## src/rtl/ckt_pkg.sv

```systemverilog
// Shared types and constants of the capped keyed entry table.
`default_nettype none

package ckt_pkg;

   // Field widths fixed by the transaction format
   localparam int IDX_W   = 6;
   localparam int LIMIT_W = 7;
   localparam int KIND_W  = 3;
   localparam int SITE_W  = 64;
   localparam int CWID_W  = 4;
   localparam int DATA_W  = 64;
   localparam int TAGS_W  = 5;
   localparam int PADDR_W = 4;
   localparam int PDATA_W = 32;

   // Register indexes on the configuration port (paddr[3:2])
   localparam logic [1:0] REG_PER_KIND_LIMIT = 2'd0;
   localparam logic [1:0] REG_EXACT_KIND     = 2'd1;
   localparam logic [1:0] REG_RANGE_KIND     = 2'd2;

   typedef enum logic [1:0] {
      OP_FIND_SITE  = 2'd0,
      OP_FIND_EXACT = 2'd1,
      OP_FIND_RANGE = 2'd2,
      OP_ALLOC      = 2'd3
   } ckt_op_type;

   typedef enum logic [1:0] {
      ST_OK    = 2'd0,
      ST_MISS  = 2'd1,
      ST_FULL  = 2'd2,
      ST_QUOTA = 2'd3
   } ckt_status_type;

   typedef enum logic [1:0] {
      IDX_ZERO  = 2'd0,
      IDX_ALLOC = 2'd1,
      IDX_CMP   = 2'd2
   } ckt_idx_sel_type;

   typedef enum logic [1:0] {
      S_IDLE   = 2'd0,
      S_DECIDE = 2'd1,
      S_SCAN   = 2'd2,
      S_RESP   = 2'd3
   } ckt_state_type;

   typedef struct packed {
      ckt_op_type          op;
      logic [KIND_W-1:0]   kind;
      logic [SITE_W-1:0]   site;
      logic [CWID_W-1:0]   cwidth;
      logic [DATA_W-1:0]   value;
      logic [DATA_W-1:0]   low;
      logic [DATA_W-1:0]   high;
      logic [TAGS_W-1:0]   tags;
   } ckt_req_type;

   typedef struct packed {
      logic [KIND_W-1:0]   kind;
      logic [SITE_W-1:0]   site;
      logic [CWID_W-1:0]   cwidth;
      logic [DATA_W-1:0]   exemplar;
      logic [DATA_W-1:0]   low;
      logic [DATA_W-1:0]   high;
      logic [TAGS_W-1:0]   tags;
   } ckt_slot_type;

   typedef struct packed {
      logic [LIMIT_W-1:0]  per_kind_limit;
      logic [KIND_W-1:0]   exact_kind;
      logic [KIND_W-1:0]   range_kind;
   } ckt_cfg_type;

   typedef struct packed {
      logic            load;
      logic            alloc_wr;
      logic            scan_clr;
      logic            issue;
      logic            res_load;
      ckt_status_type  res_status;
      ckt_idx_sel_type res_idx_sel;
   } ckt_cmd_type;

   typedef struct packed {
      logic is_alloc;
      logic full;
      logic quota;
      logic empty;
      logic cmp_valid;
      logic hit;
      logic last;
   } ckt_stat_type;

endpackage

`default_nettype wire

```

## src/rtl/ckt_ctrl.sv

```systemverilog
// Sequencer that steers decode, allocation, slot scan and response.
`default_nettype none

module ckt_ctrl (
   input  wire logic                  clock,
   input  wire logic                  reset,
   input  wire logic                  req_valid,
   output logic                       req_ready,
   output logic                       rsp_valid,
   input  wire logic                  rsp_ready,
   input  ckt_pkg::ckt_stat_type      stat,
   output ckt_pkg::ckt_cmd_type       cmd
);
   import ckt_pkg::*;

   ckt_state_type state_ff, state_in;

   // Hold the state
   always_ff @(posedge clock) begin
      if (reset) begin
         state_ff <= S_IDLE;
      end else begin
         state_ff <= state_in;
      end
   end

   // Next state and commands
   always_comb begin
      state_in        = state_ff;
      req_ready       = 1'b0;
      rsp_valid       = 1'b0;
      cmd             = '0;
      cmd.res_status  = ST_OK;
      cmd.res_idx_sel = IDX_ZERO;
      case (state_ff)
         S_IDLE: begin
            req_ready = 1'b1;
            if (req_valid) begin
               cmd.load = 1'b1;
               state_in = S_DECIDE;
            end
         end
         S_DECIDE: begin
            if (stat.is_alloc) begin
               cmd.res_load = 1'b1;
               if (stat.full) begin
                  cmd.res_status = ST_FULL;
               end else if (stat.quota) begin
                  cmd.res_status = ST_QUOTA;
               end else begin
                  cmd.alloc_wr    = 1'b1;
                  cmd.res_idx_sel = IDX_ALLOC;
               end
               state_in = S_RESP;
            end else if (stat.empty) begin
               cmd.res_load   = 1'b1;
               cmd.res_status = ST_MISS;
               state_in       = S_RESP;
            end else begin
               cmd.scan_clr = 1'b1;
               state_in     = S_SCAN;
            end
         end
         S_SCAN: begin
            // Advance one slot per cycle; stop at the first match
            cmd.issue = 1'b1;
            if (stat.cmp_valid && stat.hit) begin
               cmd.res_load    = 1'b1;
               cmd.res_idx_sel = IDX_CMP;
               state_in        = S_RESP;
            end else if (stat.cmp_valid && stat.last) begin
               cmd.res_load   = 1'b1;
               cmd.res_status = ST_MISS;
               state_in       = S_RESP;
            end
         end
         S_RESP: begin
            rsp_valid = 1'b1;
            if (rsp_ready) begin
               state_in = S_IDLE;
            end
         end
         default: begin
            state_in = S_IDLE;
         end
      endcase
   end

endmodule

`default_nettype wire

```

## config.mk

```make
export PLATFORM = sky130hd
export DESIGN_NAME = ckt_ctrl
export DESIGN_NICKNAME = d
export VERILOG_FILES = /design/src/rtl/ckt_pkg.sv /design/src/rtl/ckt_ctrl.sv
export SDC_FILE = /design/constraint.sdc
export NUM_CORES = 1
export LEC_CHECK = 0
export BUFFER_PORTS_ARGS = -buffer_cell sky130_fd_sc_hd__clkbuf_2
export CAP_MARGIN = 20
export CORE_AREA = 8 8 45 47
export CTS_CLUSTER_DIAMETER = 100
export DETAILED_ROUTE_END_ITERATION = 16
export DIE_AREA = 0 0 53 55
export GPL_TIMING_DRIVEN = 0
export PLACE_DENSITY = 0.53
export SLEW_MARGIN = 20
export SYNTH_ARGS = -nofsm -noshare
export SYNTH_HDL_FRONTEND = slang
export SYNTH_SLANG_ARGS = --single-unit
```

## constraint.sdc

```tcl
create_clock -name clock -period 2.4 [get_ports clock]
set_input_delay 0.12 -clock clock [delete_from_list [all_inputs] [get_ports clock]]
set_output_delay 0.12 -clock clock [all_outputs]
set_load 0.005 [all_outputs]
```

==> flow_summary.ini <==
[clock_tree]
clkTransAtPathRegs_ns = 0.03
numCtsBuffers = 3
cts_tree = built
clock_sinks = 2
clk-insertion-delay-late_ns = 0.22
holdBufCountCts = 0
cts.path.max_buffers = 2
cts_resized = 0
h-tree-depth = 1
post_cts_buffers = 0
cts-root-buf = clkbuf_4

[synth]
synth_flop_cell = dfxtp_1
netlist.area_leader.share_pct = 21.3
synthTopCellsByArea = ha_1 21%, dfxtp_1 14%, inv_1 8.9%
synthDistinctLibCells = 19
yosys_warnings = 0
yosysMostFrequentCell = inv_1
ys_seq_area_share_pct = 13.6
netlist_instances = 40
yosys.area.top_type = ha_1
synth_edf_count = 0
synth_common_cells = 7 x inv_1, 5 x ha_1, 5 x nor2_1
syn_area_um2 = 294
ys_seq_elements = 2
synth_area_per_cell_um2 = 7.35
synthesis.nets = 56
ys_async_sr_fraction_pct = 0

[drt]
drc = 0
firstDrtPassIters = 4
via_per_inst = 4.46
drtIter0Drc = 10
routed_wl_um = 835
wire_per_inst_um = 10.4
route.vias.total = 357
ant_nets = 0

[sta]
drv_slew = 0
hold_viol = 0
timing.final.crit_share_pct = 73.6
finalSetupTns_ns = 0
clock.fmax_ghz = 0.566
fin_worst_skew_ns = 0.00408
setup_viol = 0
worst_slack_ns = 0.634
fin_crit_ns = 1.77
tightestPinTransition_ns = 0.451
max_slew_margin_pct = 69.9
rsz0062_at_grt = false

[hold_path]
hp-class = input pin to flop

[place]
io_buffers = 21
routabilityCongestion = 0.597
place_ws_ns = 0.674
placed_area_um2 = 419
dp_hpwl_um = 722

[global_routing]
grt_pass1_vias = 324
grt.total_usage_pct = 5.56
grt-ovfl-total = 0
grt_max_degree = 8
antenna_found_initial = 0
grt_pass1_wl_um = 1260

[cells_and_area]
reg_top3 = state_ff x2
finalInstanceArea_um2 = 442
nets = 82
fillers = 159
drive_gt1_share_pct = 40.6
largest_register_ff_count = 2
n_antenna_cell = 0
area_growth_pct = 50.2
regMostFlops = state_ff

[run_status]
status = completed

[setup_path]
critPathKind = flop to output pin
arrival_ns = 1.65
crit_chain = inv_1, ha_1, nand3_1, nor3b_1, a31o_2, clkbuf_2
critPathLaunchType = flop
cp_slowest_cell = dfxtp_1
cp_data_required_time_ns = 2.28
cp_max_fo = 6
endpoint_kind = output pin
slowest_delay_ns = 0.42

[pwr]
leakagePower_uw = 0.000244
p_total_uw = 358
ir_drop_uv = 238
powerDensity_nw_per_um2 = 811

[die]
row_count = 14
core_um2 = 1380
pin_count = 22
start_util_pct = 21.2
dieWidth_um = 53
die-area_um2 = 2920
die_y_um = 55

[flow_run]
cap_violations = 0
[placed cells by master (no fill, tap or decap)]
| cell type | netlist | final |
|---|---|---|
| a21boi_0 | 1 | 1 |
| a222oi_1 | 1 | 1 |
| a31o_2 | 1 | 1 |
| a31oi_1 | 1 | 1 |
| and3_1 | 1 | 1 |
| clkbuf_2 | 0 | 21 |
| clkbuf_4 | 0 | 3 |
| dfxtp_1 | 2 | 2 |
| ha_1 | 5 | 5 |
| inv_1 | 7 | 7 |
| mux2_2 | 1 | 1 |
| mux2i_1 | 1 | 1 |
| nand2b_1 | 3 | 3 |
| nand3_1 | 2 | 2 |
| nand3b_1 | 1 | 1 |
| nor2_1 | 5 | 5 |
| nor3_1 | 1 | 1 |
| nor3b_1 | 2 | 2 |
| o211ai_1 | 2 | 2 |
| o21ai_0 | 2 | 2 |
| o21ai_1 | 1 | 1 |
[per-layer routing]
metal | vias to the layer above | global-route usage, % | routed length (um)
met4 | 0 | 2.59 | 0
li1 | 189 | - | -
met2 | 19 | 9.38 | 359
met3 | 0 | 2.41 | 117
met1 | 149 | 5.89 | 359
met5 | - | 0 | 0
[worst paths after layout]
kind | startpoint | end | slack, ns | cells after the start
worst max-delay path | state_ff[1] | cmd[2] | 0.63 | 6
worst min-delay path | reset | state_ff[1] | 0.21 | 3
worst min register to register | state_ff[1] | state_ff[1] | 0.55 | 2
worst max register to register | state_ff[1] | state_ff[0] | 0.70 | 4
[per-stage QoR]
stage	hold WS, ns	instances	util [%]
finish	0.207	80	31.9
global route	0.220	80	31.9
CTS	0.206	80	31.9
detailed placement	0.442	77	30.3
global placement	0.443	77	30.3
floorplan	0.273	40	-
[where the power goes]
| group | total [uW] | leakage [uW] | internal (uW) | switching, uW |
|---|---|---|---|---|
| sequential | 67.6 | 0.0000166 | 47.6 | 20.0 |
| combinational | 218 | 0.000214 | 105 | 113 |
| clock | 72.6 | 0.0000138 | 55.0 | 17.6 |
[worst max-delay path: cells and delay by family, from the launching register on]
family | cells | cell delay, ns
buf+inv | 2 | 0.21
flops | 1 | 0.42
fa+ha+maj | 1 | 0.37
compound gates | 1 | 0.12
simple gates | 2 | 0.30
[cells by family after synthesis]
logic type | Yosys count | share of synthesized area (%)
fa+ha+maj | 5 | 21.3
simple gates | 15 | 27.7
flops | 2 | 13.6
mux | 2 | 7.23
buf+inv | 7 | 8.94
compound gates | 9 | 21.3
[layout make-up]
| cell class | instances | area, um^2 | share of cell area (%) |
|---|---|---|---|
| clock buffers | 3 | 22.5 | 5.10 |
| flip-flops and latches | 2 | 40.0 | 9.07 |
| well taps | 16 | 20.0 | 4.53 |
| multi-input cells | 31 | 228 | 51.6 |
| inverters | 7 | 26.3 | 5.95 |
| repair buffers | 21 | 105 | 23.8 |
No activity file was read; power rests on OpenSTA's default activity.
