--- src/rtl/ckt_pkg.sv ---
// Shared types and constants of the capped keyed entry table.
`default_nettype none

package ckt_pkg;

   // Field widths fixed by the transaction format
   localparam int IDX_W   = 6;
   localparam int LIMIT_W = 7;
   localparam int KIND_W  = 3;
   localparam int SITE_W  = 64;
   localparam int CWID_W  = 4;
   localparam int DATA_W  = 64;
   localparam int TAGS_W  = 5;
   localparam int PADDR_W = 4;
   localparam int PDATA_W = 32;

   // Register indexes on the configuration port (paddr[3:2])
   localparam logic [1:0] REG_PER_KIND_LIMIT = 2'd0;
   localparam logic [1:0] REG_EXACT_KIND     = 2'd1;
   localparam logic [1:0] REG_RANGE_KIND     = 2'd2;

   typedef enum logic [1:0] {
      OP_FIND_SITE  = 2'd0,
      OP_FIND_EXACT = 2'd1,
      OP_FIND_RANGE = 2'd2,
      OP_ALLOC      = 2'd3
   } ckt_op_type;

   typedef enum logic [1:0] {
      ST_OK    = 2'd0,
      ST_MISS  = 2'd1,
      ST_FULL  = 2'd2,
      ST_QUOTA = 2'd3
   } ckt_status_type;

   typedef enum logic [1:0] {
      IDX_ZERO  = 2'd0,
      IDX_ALLOC = 2'd1,
      IDX_CMP   = 2'd2
   } ckt_idx_sel_type;

   typedef enum logic [1:0] {
      S_IDLE   = 2'd0,
      S_DECIDE = 2'd1,
      S_SCAN   = 2'd2,
      S_RESP   = 2'd3
   } ckt_state_type;

   typedef struct packed {
      ckt_op_type          op;
      logic [KIND_W-1:0]   kind;
      logic [SITE_W-1:0]   site;
      logic [CWID_W-1:0]   cwidth;
      logic [DATA_W-1:0]   value;
      logic [DATA_W-1:0]   low;
      logic [DATA_W-1:0]   high;
      logic [TAGS_W-1:0]   tags;
   } ckt_req_type;

   typedef struct packed {
      logic [KIND_W-1:0]   kind;
      logic [SITE_W-1:0]   site;
      logic [CWID_W-1:0]   cwidth;
      logic [DATA_W-1:0]   exemplar;
      logic [DATA_W-1:0]   low;
      logic [DATA_W-1:0]   high;
      logic [TAGS_W-1:0]   tags;
   } ckt_slot_type;

   typedef struct packed {
      logic [LIMIT_W-1:0]  per_kind_limit;
      logic [KIND_W-1:0]   exact_kind;
      logic [KIND_W-1:0]   range_kind;
   } ckt_cfg_type;

   typedef struct packed {
      logic            load;
      logic            alloc_wr;
      logic            scan_clr;
      logic            issue;
      logic            res_load;
      ckt_status_type  res_status;
      ckt_idx_sel_type res_idx_sel;
   } ckt_cmd_type;

   typedef struct packed {
      logic is_alloc;
      logic full;
      logic quota;
      logic empty;
      logic cmp_valid;
      logic hit;
      logic last;
   } ckt_stat_type;

endpackage

`default_nettype wire

--- src/rtl/ckt_csr.sv ---
// Configuration registers behind the APB-style port.
`default_nettype none

module ckt_csr (
   input  wire logic                         clock,
   input  wire logic                         reset,
   input  wire logic                         csr_psel,
   input  wire logic                         csr_penable,
   input  wire logic                         csr_pwrite,
   input  wire logic [ckt_pkg::PADDR_W-1:0]  csr_paddr,
   input  wire logic [ckt_pkg::PDATA_W-1:0]  csr_pwdata,
   output logic      [ckt_pkg::PDATA_W-1:0]  csr_prdata,
   output logic                              csr_pready,
   output ckt_pkg::ckt_cfg_type              cfg
);
   import ckt_pkg::*;

   ckt_cfg_type cfg_ff;
   logic        wr_en;
   logic [1:0]  reg_idx;

   assign csr_pready = 1'b1;
   assign wr_en      = csr_psel && csr_penable && csr_pwrite;
   assign reg_idx    = csr_paddr[3:2];
   assign cfg        = cfg_ff;

   // Update the addressed register on the access phase of a write
   always_ff @(posedge clock) begin
      if (reset) begin
         cfg_ff.per_kind_limit <= LIMIT_W'(16);
         cfg_ff.exact_kind     <= KIND_W'(0);
         cfg_ff.range_kind     <= KIND_W'(1);
      end else if (wr_en) begin
         case (reg_idx)
            REG_PER_KIND_LIMIT: cfg_ff.per_kind_limit <= csr_pwdata[LIMIT_W-1:0];
            REG_EXACT_KIND:     cfg_ff.exact_kind     <= csr_pwdata[KIND_W-1:0];
            REG_RANGE_KIND:     cfg_ff.range_kind     <= csr_pwdata[KIND_W-1:0];
            default: begin
            end
         endcase
      end
   end

   // Return the addressed register, zero-extended
   always_comb begin
      case (reg_idx)
         REG_PER_KIND_LIMIT: csr_prdata = PDATA_W'(cfg_ff.per_kind_limit);
         REG_EXACT_KIND:     csr_prdata = PDATA_W'(cfg_ff.exact_kind);
         REG_RANGE_KIND:     csr_prdata = PDATA_W'(cfg_ff.range_kind);
         default:            csr_prdata = '0;
      endcase
   end

endmodule

`default_nettype wire

--- config.mk ---
export PLATFORM = sky130hd
export DESIGN_NAME = ckt_csr
export DESIGN_NICKNAME = d
export VERILOG_FILES = /design/src/rtl/ckt_pkg.sv /design/src/rtl/ckt_csr.sv
export SDC_FILE = /design/constraint.sdc
export NUM_CORES = 1
export LEC_CHECK = 0
export BUFFER_PORTS_ARGS = -buffer_cell sky130_fd_sc_hd__buf_4
export CAP_MARGIN = 10
export CORE_MARGIN = 3
export CORE_UTILIZATION = 38
export CTS_CLUSTER_DIAMETER = 30
export DETAILED_ROUTE_END_ITERATION = 7
export PLACE_DENSITY = 0.84
export SYNTH_ARGS = -nofsm -noshare
export SYNTH_HDL_FRONTEND = slang
export SYNTH_SLANG_ARGS = --single-unit
export TNS_END_PERCENT = 20
--- constraint.sdc ---
create_clock -name clock -period 1.1 [get_ports clock]
set_input_delay 0.11 -clock clock [delete_from_list [all_inputs] [get_ports clock]]
set_output_delay 0.11 -clock clock [all_outputs]
set_load 0.02 [all_outputs]
==> results by group, run 1 <==
Outcome
  • Status: complete, but fails checks
  • Failing checks: negative setup slack

GRT
  • Pin count of the biggest net entering global routing: 19
  • Vias in the first global route: 674
  • Grt ovf: 0
  • First-pass GRT wire length: ~3000 µm
  • Overall Global Routing Usage: 0.140
  • Initial antenna violation count: 0

Placed design
  • Gp weighted congestion: roughly 0.8
  • Dpl ws: between 0.15 and 0.2 ns
  • IO Port Bufs: 33
  • Post-DP HPWL: 1490 µm
  • Placed inst area: 1040 µm²

Drt
  • Total Wirelength: 1920 µm
  • Routed Antenna Nets: 0
  • Vias/cell: roughly 4.3
  • DRT iter0 DRCs: 5
  • Via count: ~700
  • Drt wl/cell: 11.7 µm
  • DRT Pass-1 Iters: 4
  • DRC violations left: 0

Critical path
  • Crit-path max FO: 2
  • CP required: 0.99 ns
  • FF-to-FF path depth: 3
  • Crit path launch type: register
  • Crit path DAT: 1.03 ns
  • Critical path class: register to primary output
  • Critical Path End Type: primary output

Finish
  • Inserted Diodes: 0
  • Layout fillers: ~200
  • Share of cells above drive strength 1: 0.423
  • Area Overhead vs Synth: 26.8%
  • Final non-filler cell area: between 1000 and 1500 µm²
  • Max reg flops: 13
  • Nets@finish: 179

Synth
  • Post-Syn Area: 888 µm²
  • Avg Inst Size Synth: 9.06 µm²
  • Seq/Total Area, Yosys: 0.293
  • Synth Register Bits: 13
  • Distinct cell type count after synthesis: 21
  • Cell count after synthesis: 98
  • Yosys warnings: 0

STA
  • Final worst slack: -0.0410 ns
  • Max Clk Rate: 876 MHz
  • Unrepaired setup endpoints after global routing: true
  • Slew Viols, Final: 0
  • Setup violators final: 3
  • Final min period: around 1.1 ns
  • Skew final: 0 ns
  • Setup_tns: -0.0746 ns
  • Fin. Hold Viols: 0
  • Final Cycle Share: 1.04

Run
  • Max Cap Viol: 0

Clock network
  • Clk buf depth: 2
  • Total clock sinks: 13
  • Worst-Skew Late Latency: 0.28 ns
  • CTS tree: yes
  • Clock transition at the registers of the reported paths: 0.08 ns
  • Root Driver: clkbuf_4
  • Num CTS Buffers: 3
  • CTS HTree Levels: 1

Die
  • Cell Rows: 16
  • Die height: between 50 and 60 µm
  • I/O pins: 87
  • Die area: 2950 µm²
  • Initial core utilization: 0.427
  • Core Footprint: 2080 µm²
  • Die width: 54.4 µm

Worst hold path
  • Worst Hold Class: input pin to register
  • Worst hold path depth: 3

Power
  • Sw Share: 0.317
  • Peak VDD IR: 641 µV
  • Cell Int Power: 0.693 mW
  • Clock Power Share: 0.299
  • Comb power frac: 0.227
  • PwrDens: roughly 900 nW/µm²
  • Leakage: 0.582 nW
  • Net switching power of the design: 0.322 mW
  • Sequential power share: 0.474
-- path summary, 6_finish.rpt --
| check | startpoint | endpoint | slack, ns |
|---|---|---|---|
| max | cfg[2]$_SDFFE_PP0P_ | csr_prdata[2] | -0.04 |
| min | csr_pwdata[0] | cfg[0]$_SDFFE_PP1P_ | 0.09 |
| max reg2reg | cfg[0]$_SDFFE_PP1P_ | cfg[0]$_SDFFE_PP1P_ | 0.37 |
| min reg2reg | cfg[12]$_SDFFE_PP0P_ | cfg[12]$_SDFFE_PP0P_ | 0.49 |
-- power groups by stage --
stage               sequential (mW)  clock, mW  combinational, mW
CTS                           0.481      0.315              0.227
floorplan                     0.499          0              0.226
detailed placement            0.492          0              0.223
finish                        0.481      0.304              0.231
global placement              0.492          0              0.220
global route                  0.482      0.335              0.253
-- layout make-up --
| type | instances | area (µm²) | share of cell area |
|---|---|---|---|
| Timing Repair Buffer | 40 | 300 | 0.267 |
| Multi-Input combinational cell | 80 | 495 | 0.440 |
| Clock buffer | 4 | 26.3 | 0.0233 |
| Tap cell | 27 | 33.8 | 0.0300 |
| Sequential cell | 13 | 270 | 0.240 |
-- worst max-delay path, stage by stage, from the launching register on --
cell and delay [ns]:
dfxtp_2 0.33, mux2i_1 0.06, o21ai_1 0.17, buf_4 0.18
-- through the flow --
step                      power [mW]  utilization  hold WS (ns)  instances
after CTS                       1.02        0.529        0.0814        161
after detailed placement       0.715        0.498         0.378        153
after global routing            1.07        0.541        0.0986        164
after floorplan                0.724            -         0.258        122
final                           1.02        0.541        0.0866        164
after global placement         0.712        0.498         0.366        153
-- cells in the final DEF, fill, tap and decap left out, drive strengths merged --
cell and n:
and3 1, o31ai 3, nand2b 11, a21oi 3
and2 4, nand3 4, dfxtp 13, o21ai 3
mux2i 13, buf 40, conb 26, nand2 4
nor3 1, nor2 5, nor2b 1, nand3b 1
clkbuf 4
-- cell families (layout without fill, tap and decap cells) --
family / count (synthesis) / in the layout / synth area share
other cells: 2 / 26 / 0.00845
flops: 13 / 13 / 0.293
mux: 13 / 13 / 0.146
compound gates: 9 / 9 / 0.0591
buf+inv: 29 / 44 / 0.251
simple gates: 32 / 32 / 0.242
-- synthesized netlist by cell type --
cell type,count,area share
buf_2,1,0.0056
nand2b_1,11,0.077
o21ai_1,3,0.017
mux2i_1,13,0.15
nor2_1,4,0.017
buf_6,2,0.025
nand2_2,1,0.0070
dfxtp_1,13,0.29
nand2_1,3,0.013
a21oi_1,3,0.017
nand3_2,1,0.011
nor2_2,1,0.0070
nor2b_4,1,0.015
o31ai_1,3,0.025
nand3_1,3,0.017
nand3b_4,1,0.023
and2_1,4,0.028
conb_1,2,0.0085
and3_2,1,0.0085
nor3_4,1,0.018
buf_4,26,0.22
-- timing repair --
action,in CTS,in global routing
endpoints found under the setup margin,3,4
pin swaps,2,3
gates resized for setup,6,2
gates cloned,0,0
buffers inserted,4,3
hold buffers,0,0
-- layer usage --
layer | global-route usage | up-vias | share of wire
li1 | - | 348 | -
met4 | 0.0622 | 0 | 0.014
met3 | 0.0463 | 2 | 0.12
met1 | 0.152 | 308 | 0.40
met5 | 0 | - | 0
met2 | 0.245 | 44 | 0.47
Power figures use the tool's default switching activity.
==> run 2: changes to the inputs <==
--- a/config.mk
+++ b/config.mk
@@ -12,6 +12,7 @@
 export CTS_CLUSTER_DIAMETER = 30
 export DETAILED_ROUTE_END_ITERATION = 7
 export PLACE_DENSITY = 0.84
+export SETUP_SLACK_MARGIN = 0.2
 export SYNTH_ARGS = -nofsm -noshare
 export SYNTH_HDL_FRONTEND = slang
 export SYNTH_SLANG_ARGS = --single-unit
==> run 2 against run 1 <==
Against the previous run: the flow still finishes with violations (negative setup slack); global-route usage is 0.77 points higher; final cell count unchanged; clock skew did not move; via count up 3.4%; hold slack worse by 0.0015 ns; power rose by 1.1%; clock-buffer cell count is 1 lower; non-clock buffer count stayed put; worst setup slack gained 0.030 ns.
==> results by group, run 2 (same netlist as run 1, synthesis figures left out) <==
Placed design
  • Gp weighted congestion: 0.728 (was 0.782)
  • Dpl ws: 0.165 ns (was 0.167 ns)
  • Post-DP HPWL: 1440 µm (was 1490 µm)
  • IO Port Bufs: 33 (unchanged)

Drt
  • Vias/cell: 4.43 (was 4.28)
  • DRT Pass-1 Iters: 4 (unchanged)
  • Routed Antenna Nets: 0 (unchanged)
  • DRT iter0 DRCs: 4 (was 5)
  • DRC violations left: 0 (unchanged)
  • Via count: 726 (was 702)
  • Drt wl/cell: 12.3 µm (was 11.7 µm)
  • Total Wirelength: 2020 µm (was 1920 µm)

Critical path
  • CP max stage cell: dfxtp_2 (unchanged)
  • Crit path DAT: 1.00 ns (was 1.03 ns)
  • Crit path launch type: register (unchanged)
  • CP required: 0.99 ns (about the same)
  • Critical path class: register to primary output (unchanged)
  • Crit-path max cell delay: 0.33 ns (about the same)
  • Critical Path, Cell by Cell: mux2i_1, o21ai_2, buf_6 (was mux2i_1, o21ai_1, buf_4)
  • Crit-path max FO: 2 (unchanged)
  • Critical Path End Type: primary output (unchanged)

Die
  • Die width: 54.4 µm (unchanged)
  • Die area: 2950 µm² (unchanged)
  • I/O pins: 87 (unchanged)
  • Core Footprint: 2080 µm² (unchanged)
  • Cell Rows: 16 (unchanged)
  • Initial core utilization: 0.427 (unchanged)
  • Die height: 54.4 µm (unchanged)

Power
  • Overall power: 1.03 mW (was 1.02 mW)
  • Peak VDD IR: 569 µV (was 641 µV)
  • PwrDens: 818 nW/µm² (was 902 nW/µm²)
  • Leakage: 0.615 nW (was 0.582 nW)

Run
  • Max Cap Viol: 0 (unchanged)

Clock network
  • Clk buf depth: 2 (unchanged)
  • Worst-Skew Late Latency: 0.28 ns (about the same)
  • Total clock sinks: 13 (unchanged)
  • # hold bufs at CTS: 0 (unchanged)
  • Clock transition at the registers of the reported paths: 0.09 ns (was 0.08 ns)
  • CTS HTree Levels: 1 (unchanged)
  • CTS tree: yes (unchanged)
  • Root Driver: clkbuf_4 (unchanged)
  • Num CTS Buffers: 3 (unchanged)

Finish
  • Area Overhead vs Synth: 41.3% (was 26.8%)
  • Utilization after layout: 0.603 (was 0.541)
  • Nets@finish: 179 (unchanged)
  • Most frequent cells in the layout: conb_1, buf_6, buf_4 (was buf_4, conb_1, mux2i_1)
  • Max reg flops: 13 (unchanged)
  • Share of cells above drive strength 1: 0.533 (was 0.423)
  • Most common cell after layout, fill and taps aside: conb_1 (was buf_4)
  • Inserted Diodes: 0 (unchanged)
  • Layout fillers: 191 (was 197)

STA
  • Slew Viols, Final: 0 (unchanged)
  • Final min period: 1.11 ns (was 1.14 ns)
  • Final worst slack: -0.0112 ns (was -0.0410 ns)
  • Final Cycle Share: 1.01 (was 1.04)
  • Unrepaired setup endpoints after global routing: true (unchanged)
  • Skew final: 0 ns (unchanged)
  • Setup violators final: 1 (was 3)
  • Max Clk Rate: 900 MHz (was 876 MHz)
  • Hold slack: 0.0852 ns (was 0.0866 ns)
  • Fin. Hold Viols: 0 (unchanged)

Outcome
  • Status: complete, but fails checks (unchanged)
  • Failing checks: negative setup slack (unchanged)

GRT
  • Vias in the first global route: 722 (was 674)
  • Overall Global Routing Usage: 0.148 (was 0.140)
  • Initial antenna violation count: 0 (unchanged)
  • Pin count of the biggest net entering global routing: 19 (unchanged)
  • Grt ovf: 0 (unchanged)
  • First-pass GRT wire length: 3160 µm (was 2970 µm)

Worst hold path
  • Worst Hold Class: input pin to register (unchanged)
## run 2: area by class of cell
| cell class | count | area [µm²] | area share |
|---|---|---|---|
| clock buffers | 3 | 22.5 | 0.0179 |
| clock inverters | 1 | 5.00 | 0.00399 |
| multi-input cells | 80 | 524 | 0.418 |
| flip-flops and latches | 13 | 279 | 0.222 |
| well taps | 27 | 33.8 | 0.0269 |
| repair buffers | 40 | 390 | 0.311 |
## run 2: metrics by stage
stage | instance area, µm² | TNS [ns] | cells
finish | 1250 | -0.0112 | 164
global route | 1250 | -0.144 | 164
CTS | 1210 | -0.0167 | 163
detailed placement | 1050 | 0 | 153
global placement | 1050 | 0 | 153
floorplan | 992 | 0 | 122
## run 2: worst max-delay path, delay by kind of cell, from the launching register on
family | cells | cell delay [ns]
buf+inv | 1 | 0.13
mux | 1 | 0.18
compound gates | 1 | 0.08
flops | 1 | 0.33
## run 2: power by group
part / switching, mW / leakage (nW) / internal [mW]
logic: 0.162 / 0.487 / 0.0873
registers: 0.00516 / 0.110 / 0.475
clock network: 0.163 / 0.0177 / 0.135
## run 2: worst paths after layout
check / start / endpoint / slack [ns] / cells after the start
setup / recovery: cfg[0]$_SDFFE_PP1P_ / csr_prdata[0] / -0.01 / 3
hold / removal: csr_pwdata[5] / cfg[11]$_SDFFE_PP0P_ / 0.09 / 3
setup reg to reg: cfg[1]$_SDFFE_PP0P_ / cfg[1]$_SDFFE_PP0P_ / 0.30 / 4
hold reg to reg: cfg[11]$_SDFFE_PP0P_ / cfg[11]$_SDFFE_PP0P_ / 0.50 / 2
## run 2: routing by layer
layer	up-vias	routed length, µm	global-route usage
li1	351	-	-
met1	333	792	0.178
met2	42	1010	0.257
met3	0	215	0.0409
met4	0	0	0.0373
met5	-	0	0
## run 2: timing repair
item / 4_1_cts / 5_1_grt
pin swaps: 1 / 2
gates resized for setup: 32 / 10
buffers inserted: 6 / 1
gates cloned: 0 / 0
endpoints found under the setup margin: 16 / 20
==> run 3: changes to the inputs <==
--- a/config.mk
+++ b/config.mk
@@ -13,6 +13,7 @@
 export DETAILED_ROUTE_END_ITERATION = 7
 export PLACE_DENSITY = 0.84
 export SETUP_SLACK_MARGIN = 0.2
+export SKIP_CTS_REPAIR_TIMING = 1
 export SYNTH_ARGS = -nofsm -noshare
 export SYNTH_HDL_FRONTEND = slang
 export SYNTH_SLANG_ARGS = --single-unit
==> run 3 against run 2 <==
Against the previous run: the run still ends with negative setup slack left; hold slack gained 0.0014 ns; combinational power shrank 3%; core utilization shrank 3.2 points; sequential power is essentially flat; clock skew is the same; routed wire length shrank 4.5%; power shrank 1.1%; sequential cell count is the same; highest routed layer unchanged.
==> results by group, run 3 (same netlist as run 1, synthesis figures left out) <==
Placed design
  • Post-DP HPWL: 1440 µm (unchanged)
  • Gp weighted congestion: 0.728 (unchanged)
  • DP Cell Count: 153 (unchanged)
  • IO Port Bufs: 33 (unchanged)
  • Placed inst area: 1050 µm² (unchanged)

Critical path
  • CP required: 0.99 ns (about the same)
  • Crit-path max FO: 3 (was 2)
  • Worst path bufs/invs: 1 (unchanged)
  • R2R setup slack: 0.42 ns (was 0.30 ns)
  • Crit path DAT: 1.00 ns (about the same)
  • CP max stage cell: dfxtp_2 (unchanged)
  • Largest delay contributor family on the critical path: flip-flops (unchanged)
  • Critical Path, Cell by Cell: mux2i_1, o21ai_2, buf_6 (unchanged)
  • Critical Path End Type: primary output (unchanged)
  • Crit-path max cell delay: 0.34 ns (was 0.33 ns)
  • Crit path launch type: register (unchanged)
  • Critical path class: register to primary output (unchanged)

Drt
  • DRT iter0 DRCs: 9 (was 4)
  • Drt wl/cell: 12.1 µm (was 12.3 µm)
  • Met2 wire length: 950 µm (was 1010 µm)
  • Metal-1 WL: 769 µm (was 792 µm)
  • Routed Antenna Nets: 0 (unchanged)
  • Top Metal Used: met3 (unchanged)
  • DRC violations left: 0 (unchanged)
  • Total Wirelength: 1930 µm (was 2020 µm)
  • DRT Pass-1 Iters: 4 (unchanged)
  • Via count: 697 (was 726)
  • Met3 Wirelength: 208 µm (was 215 µm)
  • Vias/cell: 4.38 (was 4.43)

Clock network
  • Clock transition at the registers of the reported paths: 0.09 ns (about the same)
  • Clk buf depth: 2 (unchanged)
  • CTS tree: yes (unchanged)
  • Total clock sinks: 13 (unchanged)
  • Num CTS Buffers: 3 (unchanged)
  • Root Driver: clkbuf_4 (unchanged)
  • Worst-Skew Late Latency: 0.28 ns (about the same)
  • CTS HTree Levels: 1 (unchanged)

GRT
  • Grt ovf: 0 (unchanged)
  • Vias in the first global route: 649 (was 722)
  • Pin count of the biggest net entering global routing: 19 (unchanged)
  • Overall Global Routing Usage: 0.133 (was 0.148)
  • First-pass GRT wire length: 2840 µm (was 3160 µm)
  • Initial antenna violation count: 0 (unchanged)

STA
  • Setup violators final: 1 (unchanged)
  • Final min period: 1.11 ns (about the same)
  • Final worst slack: -0.0107 ns (was -0.0112 ns)
  • Fin. Hold Viols: 0 (unchanged)
  • Final Cycle Share: 1.01 (about the same)
  • Max Clk Rate: 900 MHz (about the same)
  • Slew Viols, Final: 0 (unchanged)
  • Skew final: 0 ns (unchanged)
  • Hold slack: 0.0865 ns (was 0.0852 ns)
  • Unrepaired setup endpoints after global routing: true (unchanged)
  • Setup_tns: -0.0107 ns (was -0.0112 ns)

Power
  • PwrDens: 855 nW/µm² (was 818 nW/µm²)
  • Overall power: 1.02 mW (was 1.03 mW)
  • Peak VDD IR: 597 µV (was 569 µV)
  • Leakage: 0.585 nW (was 0.615 nW)

Finish
  • Post-Layout Cell Count: 159 (was 164)
  • Inserted Diodes: 0 (unchanged)
  • Final non-filler cell area: 1190 µm² (was 1250 µm²)
  • Max reg flops: 13 (unchanged)
  • Layout fillers: 198 (was 191)
  • Nets@finish: 174 (was 179)
  • Most common cell after layout, fill and taps aside: conb_1 (unchanged)
  • Area Overhead vs Synth: 33.7% (was 41.3%)
  • Share of cells above drive strength 1: 0.508 (was 0.533)
  • Most frequent cells in the layout: conb_1, buf_4, buf_6 (was conb_1, buf_6, buf_4)

Die
  • Die height: 54.4 µm (unchanged)
  • Initial core utilization: 0.427 (unchanged)
  • Die area: 2950 µm² (unchanged)
  • Core Footprint: 2080 µm² (unchanged)
  • Die width: 54.4 µm (unchanged)
  • I/O pins: 87 (unchanged)
  • Cell Rows: 16 (unchanged)

Worst hold path
  • Worst Hold Class: input pin to register (unchanged)

Outcome
  • Status: complete, but fails checks (unchanged)
  • Failing checks: negative setup slack (unchanged)

Run
  • Max Cap Viol: 0 (unchanged)
## run 3: cell types whose count changed in the layout (fill, tap and decap cells not counted)
cell	delta
buf_4	+2
buf_6	-7
mux2i_1	+1
mux2i_2	-1
## run 3: through the flow
step	utilization	worst slack (ns)
floorplan	-	0.195
global placement	0.505	0.191
detailed placement	0.505	0.165
CTS	0.518	-0.0570
global route	0.570	-0.0708
finish	0.570	-0.0107
## run 3: worst min-delay path, cell delays in order
cell and delay, ns:
buf_4 0.11, nand3_1 0.06, a21oi_1 0.05
## run 3: final timing paths
check | from | endpoint | depth (start not counted)
hold / removal | csr_pwdata[5] | cfg[11]$_SDFFE_PP0P_ | 3
hold reg to reg | cfg[8]$_SDFFE_PP0P_ | cfg[8]$_SDFFE_PP0P_ | 2
setup reg to reg | cfg[7]$_SDFFE_PP0P_ | cfg[7]$_SDFFE_PP0P_ | 3
setup / recovery | cfg[0]$_SDFFE_PP1P_ | csr_prdata[0] | 3
## run 3: final cells by class
type                            instances  area, µm²  area share
Clock inverter                          1       5.00     0.00421
Tap cell                               27       33.8      0.0285
Clock buffer                            3       22.5      0.0190
Multi-Input combinational cell         80        520       0.438
Timing Repair Buffer                   35        327       0.275
Sequential cell                        13        279       0.235
## run 3: where the power goes
group	leakage [nW]	switching (mW)	internal, mW
clock	0.0177	0.159	0.135
sequential	0.110	0.00554	0.475
combinational	0.458	0.159	0.0821
total	0.585	0.324	0.692
## run 3: per-layer routing
metal	GRT usage	vias to the layer above
li1	-	341
met2	0.219	40
met4	0.0373	0
met5	0	-
met1	0.168	316
met3	0.0381	0
